[src/hw/rtl/mba_pkg.sv]
// ----------------------------------------------------------------------------
// mba_pkg: shared types and constants of the block averager
// Sample, sum and count widths, the queued item and the back-end states.
// ----------------------------------------------------------------------------
package mba_pkg;

  localparam int CHANNELS    = 4;
  localparam int SAMPLE_BITS = 12;
  localparam int COUNT_BITS  = 8;
  localparam int SUM_BITS    = SAMPLE_BITS + COUNT_BITS;

  // divider runs one quotient bit per step over the whole sum
  localparam int DIV_STEPS   = SUM_BITS;
  localparam int STEP_BITS   = $clog2(DIV_STEPS);

  // queue between front and back
  localparam int QUEUE_DEPTH = 2;
  localparam int QPTR_BITS   = (QUEUE_DEPTH > 1) ? $clog2(QUEUE_DEPTH) : 1;
  localparam int QCNT_BITS   = $clog2(QUEUE_DEPTH + 1);

  typedef logic [SAMPLE_BITS-1:0] sample_t;
  typedef logic [SUM_BITS-1:0]    sum_t;
  typedef logic [COUNT_BITS-1:0]  count_t;

  localparam count_t COUNT_MAX         = '1;
  localparam count_t MIN_SAMPLES_RESET = count_t'(63);

  // one conversion sequence as it travels through the queue
  typedef struct packed {
    sample_t [CHANNELS-1:0] samples;
    logic                   busy;
  } item_t;

  typedef enum logic [1:0] {
    ST_IDLE,
    ST_DIVIDE,
    ST_FINISH
  } back_state_t;

endpackage

[src/hw/rtl/mba_front.sv]
// ----------------------------------------------------------------------------
// mba_front: input side of the block averager
// Takes input beats into a short queue; the back end drains it at its pace.
// ----------------------------------------------------------------------------
module mba_front (
  input  logic          clk,
  input  logic          rst,
  input  logic          in_valid,
  output logic          in_stall,
  input  mba_pkg::item_t in_item,
  output logic          q_valid,
  output mba_pkg::item_t q_item,
  input  logic          q_pop
);
  import mba_pkg::*;

  item_t                 slots [QUEUE_DEPTH];
  logic [QPTR_BITS-1:0]  wr_ptr;
  logic [QPTR_BITS-1:0]  rd_ptr;
  logic [QCNT_BITS-1:0]  fill;
  logic                  push;
  logic                  pop;

  // handshake and head of queue
  assign in_stall = (fill == QCNT_BITS'(QUEUE_DEPTH));
  assign push     = in_valid && !in_stall;
  assign q_valid  = (fill != '0);
  assign pop      = q_pop && q_valid;
  assign q_item   = slots[rd_ptr];

  // storage, no reset needed
  always_ff @(posedge clk) begin
    if (push) begin
      slots[wr_ptr] <= in_item;
    end
  end

  // pointers and fill level
  always_ff @(posedge clk) begin
    if (rst) begin
      wr_ptr <= '0;
      rd_ptr <= '0;
      fill   <= '0;
    end else begin
      if (push) begin
        wr_ptr <= (wr_ptr == QPTR_BITS'(QUEUE_DEPTH - 1)) ? '0 : wr_ptr + 1'b1;
      end
      if (pop) begin
        rd_ptr <= (rd_ptr == QPTR_BITS'(QUEUE_DEPTH - 1)) ? '0 : rd_ptr + 1'b1;
      end
      if (push && !pop) begin
        fill <= fill + 1'b1;
      end else if (pop && !push) begin
        fill <= fill - 1'b1;
      end
    end
  end

endmodule

[src/hw/rtl/mba_back.sv]
// ----------------------------------------------------------------------------
// mba_back: accumulate, divide and publish
// Keeps the channel sums and count, runs a bit-serial divider per channel
// on publish and holds the result in the output register.
// ----------------------------------------------------------------------------
module mba_back (
  input  logic                                        clk,
  input  logic                                        rst,
  input  logic                                        q_valid,
  input  mba_pkg::item_t                              q_item,
  output logic                                        q_pop,
  input  logic                                        cfg_valid,
  output logic                                        cfg_ready,
  input  mba_pkg::count_t                             cfg_data,
  output logic                                        out_valid,
  input  logic                                        out_stall,
  output mba_pkg::sample_t [mba_pkg::CHANNELS-1:0]    out_avg,
  output logic                                        out_updated
);
  import mba_pkg::*;

  back_state_t            state;
  back_state_t            state_next;

  count_t                 min_samples;
  count_t                 count;
  sum_t                   sums     [CHANNELS];
  sample_t                avgs     [CHANNELS];

  // divider lanes: dividend shifts out, quotient shifts in
  count_t                 divisor;
  count_t                 rem      [CHANNELS];
  sum_t                   dvd      [CHANNELS];
  count_t                 rem_next [CHANNELS];
  sum_t                   dvd_next [CHANNELS];
  logic [STEP_BITS-1:0]   step;
  sample_t [CHANNELS-1:0] pend;

  count_t                 need;
  logic                   out_free;
  logic                   publish;
  logic                   take_plain;
  logic                   take_publish;
  logic                   div_run;
  logic                   commit;

  assign cfg_ready = 1'b1;
  assign out_free  = !out_valid || !out_stall;
  assign need      = (min_samples == '0) ? count_t'(1) : min_samples;
  assign publish   = (count >= need) && !q_item.busy;

  // next state
  always_comb begin
    state_next = state;
    unique case (state)
      ST_IDLE: begin
        if (q_valid && out_free && publish) begin
          state_next = ST_DIVIDE;
        end
      end
      ST_DIVIDE: begin
        if (step == STEP_BITS'(DIV_STEPS - 1)) begin
          state_next = ST_FINISH;
        end
      end
      ST_FINISH: begin
        if (out_free) begin
          state_next = ST_IDLE;
        end
      end
      default: state_next = ST_IDLE;
    endcase
  end

  // control outputs
  always_comb begin
    q_pop        = 1'b0;
    take_plain   = 1'b0;
    take_publish = 1'b0;
    div_run      = 1'b0;
    commit       = 1'b0;
    unique case (state)
      ST_IDLE: begin
        q_pop        = q_valid && out_free;
        take_plain   = q_valid && out_free && !publish;
        take_publish = q_valid && out_free && publish;
      end
      ST_DIVIDE: div_run = 1'b1;
      ST_FINISH: commit  = out_free;
      default: ;
    endcase
  end

  // one restoring step per lane
  always_comb begin
    logic [COUNT_BITS:0] rem_sh;
    logic                ge;
    for (int c = 0; c < CHANNELS; c++) begin
      rem_sh      = {rem[c], dvd[c][SUM_BITS-1]};
      ge          = (rem_sh >= {1'b0, divisor});
      rem_next[c] = ge ? COUNT_BITS'(rem_sh - {1'b0, divisor}) : rem_sh[COUNT_BITS-1:0];
      dvd_next[c] = {dvd[c][SUM_BITS-2:0], ge};
    end
  end

  // state register and configuration
  always_ff @(posedge clk) begin
    if (rst) begin
      state       <= ST_IDLE;
      min_samples <= MIN_SAMPLES_RESET;
    end else begin
      state <= state_next;
      if (cfg_valid && cfg_ready) begin
        min_samples <= cfg_data;
      end
    end
  end

  // accumulator, count and published averages
  always_ff @(posedge clk) begin
    if (rst) begin
      count <= '0;
      for (int c = 0; c < CHANNELS; c++) begin
        sums[c] <= '0;
        avgs[c] <= '0;
      end
    end else if (take_plain && count != COUNT_MAX) begin
      count <= count + 1'b1;
      for (int c = 0; c < CHANNELS; c++) begin
        sums[c] <= sums[c] + SUM_BITS'(q_item.samples[c]);
      end
    end else if (commit) begin
      // cleared on publish, then this beat's samples go in
      count <= count_t'(1);
      for (int c = 0; c < CHANNELS; c++) begin
        sums[c] <= SUM_BITS'(pend[c]);
        avgs[c] <= dvd[c][SAMPLE_BITS-1:0];
      end
    end
  end

  // divider datapath
  always_ff @(posedge clk) begin
    if (take_publish) begin
      divisor <= count;
      step    <= '0;
      pend    <= q_item.samples;
      for (int c = 0; c < CHANNELS; c++) begin
        dvd[c] <= sums[c];
        rem[c] <= '0;
      end
    end else if (div_run) begin
      step <= step + 1'b1;
      for (int c = 0; c < CHANNELS; c++) begin
        dvd[c] <= dvd_next[c];
        rem[c] <= rem_next[c];
      end
    end
  end

  // output register
  always_ff @(posedge clk) begin
    if (rst) begin
      out_valid <= 1'b0;
    end else if (take_plain || commit) begin
      out_valid <= 1'b1;
    end else if (!out_stall) begin
      out_valid <= 1'b0;
    end
  end

  always_ff @(posedge clk) begin
    if (take_plain) begin
      out_updated <= 1'b0;
      for (int c = 0; c < CHANNELS; c++) begin
        out_avg[c] <= avgs[c];
      end
    end else if (commit) begin
      out_updated <= 1'b1;
      for (int c = 0; c < CHANNELS; c++) begin
        out_avg[c] <= dvd[c][SAMPLE_BITS-1:0];
      end
    end
  end

endmodule

[src/hw/rtl/multichannel_block_averager.sv]
// ----------------------------------------------------------------------------
// multichannel_block_averager: four-channel block-average decimator
// Sums conversion sequences per channel and publishes truncated averages
// once the configured minimum count is reached and the reader is idle.
// ----------------------------------------------------------------------------
// Usage:
//   Input channel (in_valid / in_stall) carries one conversion sequence per
//   beat: sample_ch0..3 and reader_busy. A two-beat queue sits in front, so
//   in_stall rises only when that queue is full.
//   Output channel (out_valid / out_stall) returns one beat per input beat:
//   the current published averages and updated.
//   Configuration channel (cfg_valid / cfg_ready / cfg_data) writes
//   min_samples; cfg_ready is always high. Write it only while idle.
//   A non-publishing beat passes a queue slot and the output register. A
//   publishing beat runs the bit-serial dividers, one quotient bit per cycle
//   over the 20-bit sums, then the finish state. Non-publishing beats go one
//   per cycle while out_stall is low; no beat is taken while a publish runs.
//   Reset clears sums, count and averages and sets min_samples to 63.
//   While out_stall is high the result holds in the output register; the
//   queue keeps taking input beats until it fills.
// ----------------------------------------------------------------------------
module multichannel_block_averager (
  input  logic                     clk,
  input  logic                     rst,
  input  logic                     in_valid,
  output logic                     in_stall,
  input  logic [11:0]              sample_ch0,
  input  logic [11:0]              sample_ch1,
  input  logic [11:0]              sample_ch2,
  input  logic [11:0]              sample_ch3,
  input  logic                     reader_busy,
  output logic                     out_valid,
  input  logic                     out_stall,
  output logic [11:0]              average_ch0,
  output logic [11:0]              average_ch1,
  output logic [11:0]              average_ch2,
  output logic [11:0]              average_ch3,
  output logic                     updated,
  input  logic                     cfg_valid,
  output logic                     cfg_ready,
  input  logic [7:0]               cfg_data
);
  import mba_pkg::*;

  item_t                  in_item;
  item_t                  q_item;
  logic                   q_valid;
  logic                   q_pop;
  sample_t [CHANNELS-1:0] out_avg;

  // pack the input beat
  assign in_item.samples[0] = sample_ch0;
  assign in_item.samples[1] = sample_ch1;
  assign in_item.samples[2] = sample_ch2;
  assign in_item.samples[3] = sample_ch3;
  assign in_item.busy       = reader_busy;

  mba_front u_front (
    .clk      (clk),
    .rst      (rst),
    .in_valid (in_valid),
    .in_stall (in_stall),
    .in_item  (in_item),
    .q_valid  (q_valid),
    .q_item   (q_item),
    .q_pop    (q_pop)
  );

  mba_back u_back (
    .clk         (clk),
    .rst         (rst),
    .q_valid     (q_valid),
    .q_item      (q_item),
    .q_pop       (q_pop),
    .cfg_valid   (cfg_valid),
    .cfg_ready   (cfg_ready),
    .cfg_data    (cfg_data),
    .out_valid   (out_valid),
    .out_stall   (out_stall),
    .out_avg     (out_avg),
    .out_updated (updated)
  );

  // unpack the result beat
  assign average_ch0 = out_avg[0];
  assign average_ch1 = out_avg[1];
  assign average_ch2 = out_avg[2];
  assign average_ch3 = out_avg[3];

endmodule
[config.mk]
export PLATFORM = sky130hd
export DESIGN_NAME = multichannel_block_averager
export DESIGN_NICKNAME = d
export VERILOG_FILES = /design/src/hw/rtl/mba_pkg.sv /design/src/hw/rtl/mba_front.sv /design/src/hw/rtl/mba_back.sv /design/src/hw/rtl/multichannel_block_averager.sv
export SDC_FILE = /design/constraint.sdc
export NUM_CORES = 1
export LEC_CHECK = 0
export ABC_AREA = 1
export BUFFER_PORTS_ARGS = -buffer_cell sky130_fd_sc_hd__buf_2
export CAP_MARGIN = 15
export CORE_UTILIZATION = 32
export DETAILED_ROUTE_END_ITERATION = 10
export PLACE_DENSITY_LB_ADDON = 0.08
export SYNTH_ARGS = -nofsm -noshare
export SYNTH_HDL_FRONTEND = slang
export SYNTH_SLANG_ARGS = --single-unit
[constraint.sdc]
create_clock -name clk -period 10.5 [get_ports clk]
set_clock_uncertainty 0.15 [all_clocks]
set_input_delay 2.1 -clock clk [delete_from_list [all_inputs] [get_ports clk]]
set_output_delay 2.1 -clock clk [all_outputs]
set_load 0.02 [all_outputs]
==> metrics.log <==
INFO  metric layout-drive-gt1-share = 0.136
INFO  metric number_of_vias_after_detailed_routing = 15,400
INFO  metric post_route_clock_period_utilization = 0.498
INFO  metric crit_arrival = 5320 ps
INFO  metric grt_overflow_total = 0
INFO  metric critical_path.max_fanout = 63
INFO  metric groute.usage.overall = 0.158
INFO  metric synth_top_cell_by_area = edfxtp_1
INFO  metric dieArea = 72,300 um^2
INFO  metric num_antenna_cells = 0
INFO  metric first_global_vias = 15,300
INFO  metric worst_r2r_endpoint = u_back.dvd[0][28]
INFO  metric flow.area_growth_from_synthesis = 14.2%
INFO  metric dr.pass1.iters = 5
INFO  metric coreArea = 70,300 um^2
INFO  metric clockBufferDepth = 3
INFO  metric synth-edff-count = 426
INFO  metric cts.clk_slew.worst_paths = 60 ps
INFO  metric synth.distinct_cells = 51
INFO  metric routed_wirelength = 56.5 mm
INFO  metric globalplace.congestion = 0.821
INFO  metric hold_path_depth = 2
INFO  metric timing.critical_path.required = 10,580 ps
INFO  metric dp.final_hpwl = 38.2 mm
INFO  metric clk_latency = 610 ps
INFO  metric grt_max_degree = 98
INFO  metric cts_root_buf = clkbuf_16
INFO  metric post_drt_wl_per_cell = 17.2 um
INFO  metric die-width = 269 um
INFO  metric max_slew.worst_pin.slew = 1040 ps
INFO  metric timing.hold.worst.start = u_back.sums[3][19]
INFO  metric dp_worst_setup_slack = 4490 ps
INFO  metric fp.dieH = 269 um
INFO  metric synth_async_sr_flop_share = 0
INFO  metric rows = 97
INFO  metric ctsHtreeMaxLevel = 2
INFO  metric min_path_type = reg -> reg
INFO  metric globalRouteMet2Util = 0.250
INFO  metric timing.fmax = 191 MHz
INFO  metric routing_layer_with_the_top_usage_in_global_route = met2
INFO  metric cts_hold_repair.buffers = 0
INFO  metric synth.area.top_cells = edfxtp_1 56%, nand2_1 8.4%, ha_1 5.0%
INFO  metric power-per-cell-area = 258 nW/um^2
INFO  metric maxCapViolations = 0
INFO  metric avgSynthCellArea = 10.4 um^2
INFO  metric rr_startpoint = u_back.min_samples[1]
INFO  metric total_neg_setup_slack = 0 ps
INFO  metric critPathKind = in -> reg
INFO  metric setup.worst_path.start_class = input pin
INFO  metric drt_iter0_drc = 1,108
INFO  metric grtUsageMet3 = 0.0249
INFO  metric synthMostInstantiatedCell = nand2_1
INFO  metric leakage = 10.2 nW
INFO  metric critPathCaptureType = register
INFO  metric postCtsResizedCells = 0
INFO  metric cts_sinks = 472
INFO  metric mappedNetlistNets = 2,344
INFO  metric grt_first_pass_wirelength = 87.7 mm
INFO  metric initial_standard_cell_utilization_of_the_core = 0.324
INFO  metric drt_drc = 0
INFO  metric portBuffers = 112
INFO  metric setup_viol_count_final = 0
INFO  metric r2r.worst_path.cells = 11
INFO  metric finalNetCount = 2,460
INFO  metric design.portCount = 114
INFO  metric post-route-min-period = 5230 ps
INFO  metric synthTopCellsByCount = 510 x nand2_1, 426 x edfxtp_1, 199 x inv_1, 195 x o21ai_0, 176 x nor2_1
INFO  metric run_status = finished, final reports clean
INFO  metric timing_max_transition_violations_final = 0
INFO  metric yosys_most_used_dff = edfxtp_1
INFO  metric cts_tree = yes
INFO  metric post-cts-setup-buffers = 0
INFO  metric filler_cell_count = 7,058
INFO  metric worst_slew_margin_rel = 0.296
INFO  metric synthesis.instances = 2,183
INFO  metric cell_area_after_technology_mapping = 22,800 um^2
INFO  metric cts-buffers-inserted = 53
INFO  metric reg2reg_setup_slack = 5990 ps
INFO  metric rsz0062_at_grt = no
INFO  metric synth_seq_area_share = 0.601
INFO  metric gr-usage-met1 = 0.225
INFO  metric route.antenna.remaining_nets = 0
INFO  metric power.ir.vdd_worst = 145 uV
INFO  metric dr_vias_cell = 4.69
INFO  metric setup_ws = 5270 ps
INFO  metric synth_top_area_share = 0.561
INFO  metric hold-path-endpoint = u_back.sums[3][19]
INFO  metric number_of_storage_elements_in_the_synthesis_netlist = 472
INFO  metric hold_viol_final = 0
INFO  metric grt_antenna_before_repair = 1
INFO  metric yosys_warnings = 0
-- layout make-up --
type                    instances  area [um^2]  share of cell area
well taps                     940         1180              0.0452
inverters                     208          785              0.0301
flip-flops and latches        472        13700               0.527
multi-input cells            1439         8020               0.308
clock inverters                30          238             0.00913
clock buffers                  68         1440              0.0551
repair buffers                125          658              0.0253
-- how the worst max path moves through the flow --
stage                             end  slack [ps]  cells past startpoint  startpoint
floorplan            u_back.dvd[0][0]        1950                      7   out_stall
global placement    u_back.dvd[0][27]        4450                     10   out_stall
detailed placement  u_back.dvd[0][28]        4490                     10   out_stall
CTS                 u_back.rem[0][17]        5130                     10   out_stall
global route        u_back.rem[0][17]        4910                     10   out_stall
finish              u_back.dvd[0][28]        5270                     10   out_stall
-- kinds of logic (layout without fill, tap and decap cells) --
kind of cell,after synthesis,count (layout),synth area share
mux,46,46,0.0227
simple gates,831,831,0.149
flops,472,472,0.601
compound gates,405,405,0.0988
xor+xnor,57,57,0.0219
buf+inv,272,431,0.0487
fa+ha+maj,99,99,0.0570
other cells,1,1,0.000164
-- worst max-delay path, cell delays in order --
cell and delay [ps]:
buf_2 90, nand2_1 90, inv_1 80, a21oi_2 120
nand2_1 170, nor2_4 130, buf_4 660, inv_1 340
nand2_4 640, buf_4 780
-- registers in the layout, summed over array words and instances (netlist names), named ones only --
register            cells
u_front.slots          98
u_back.dvd             80
u_back.sums            80
u_back.avgs            48
u_back.out_avg         48
u_back.pend            48
u_back.rem             32
u_back.count            8
u_back.divisor          8
u_back.min_samples      8
u_back.step             5
u_back.state            2
u_front.fill            2
u_back.out_updated      1
u_back.out_valid        1
u_front.rd_ptr          1
u_front.wr_ptr          1
-- cell usage in the layout (no fill, tap or decap), types with 26 or more instances in the layout --
cell type  instances
a21oi_1          139
buf_2            112
clkbuf_16         55
dfxtp_1           45
edfxtp_1         426
ha_1              91
inv_1            199
mux2_2            45
nand2_1          507
nand3_1           72
nand4_1           26
nor2_1           173
o21ai_0          195
o21ai_2           33
xnor2_1           27
xor2_1            30
-- stage by stage --
step	hold slack (ps)	instances	util	instance area [um^2]	power, mW
5_1_grt	357	3282	0.370	26000	7.18
6_report	338	3282	0.370	26000	6.72
2_1_floorplan	281	2183	-	22800	4.30
3_5_place_dp	331	3184	0.347	24400	4.96
4_1_cts	340	3282	0.370	26000	6.82
3_3_place_gp	300	3184	0.347	24400	4.96
-- layer usage --
layer / vias up / wire length, um
li1: 7769 / -
met1: 7334 / 28200
met2: 232 / 25300
met3: 66 / 2130
met4: 0 / 976
met5: - / 0
-- power by group --
part	total, mW	internal (mW)	switching [mW]
registers	2.70	2.50	0.195
clock network	1.82	1.04	0.780
logic	2.21	0.738	1.47
Power figures use the tool's default switching activity.
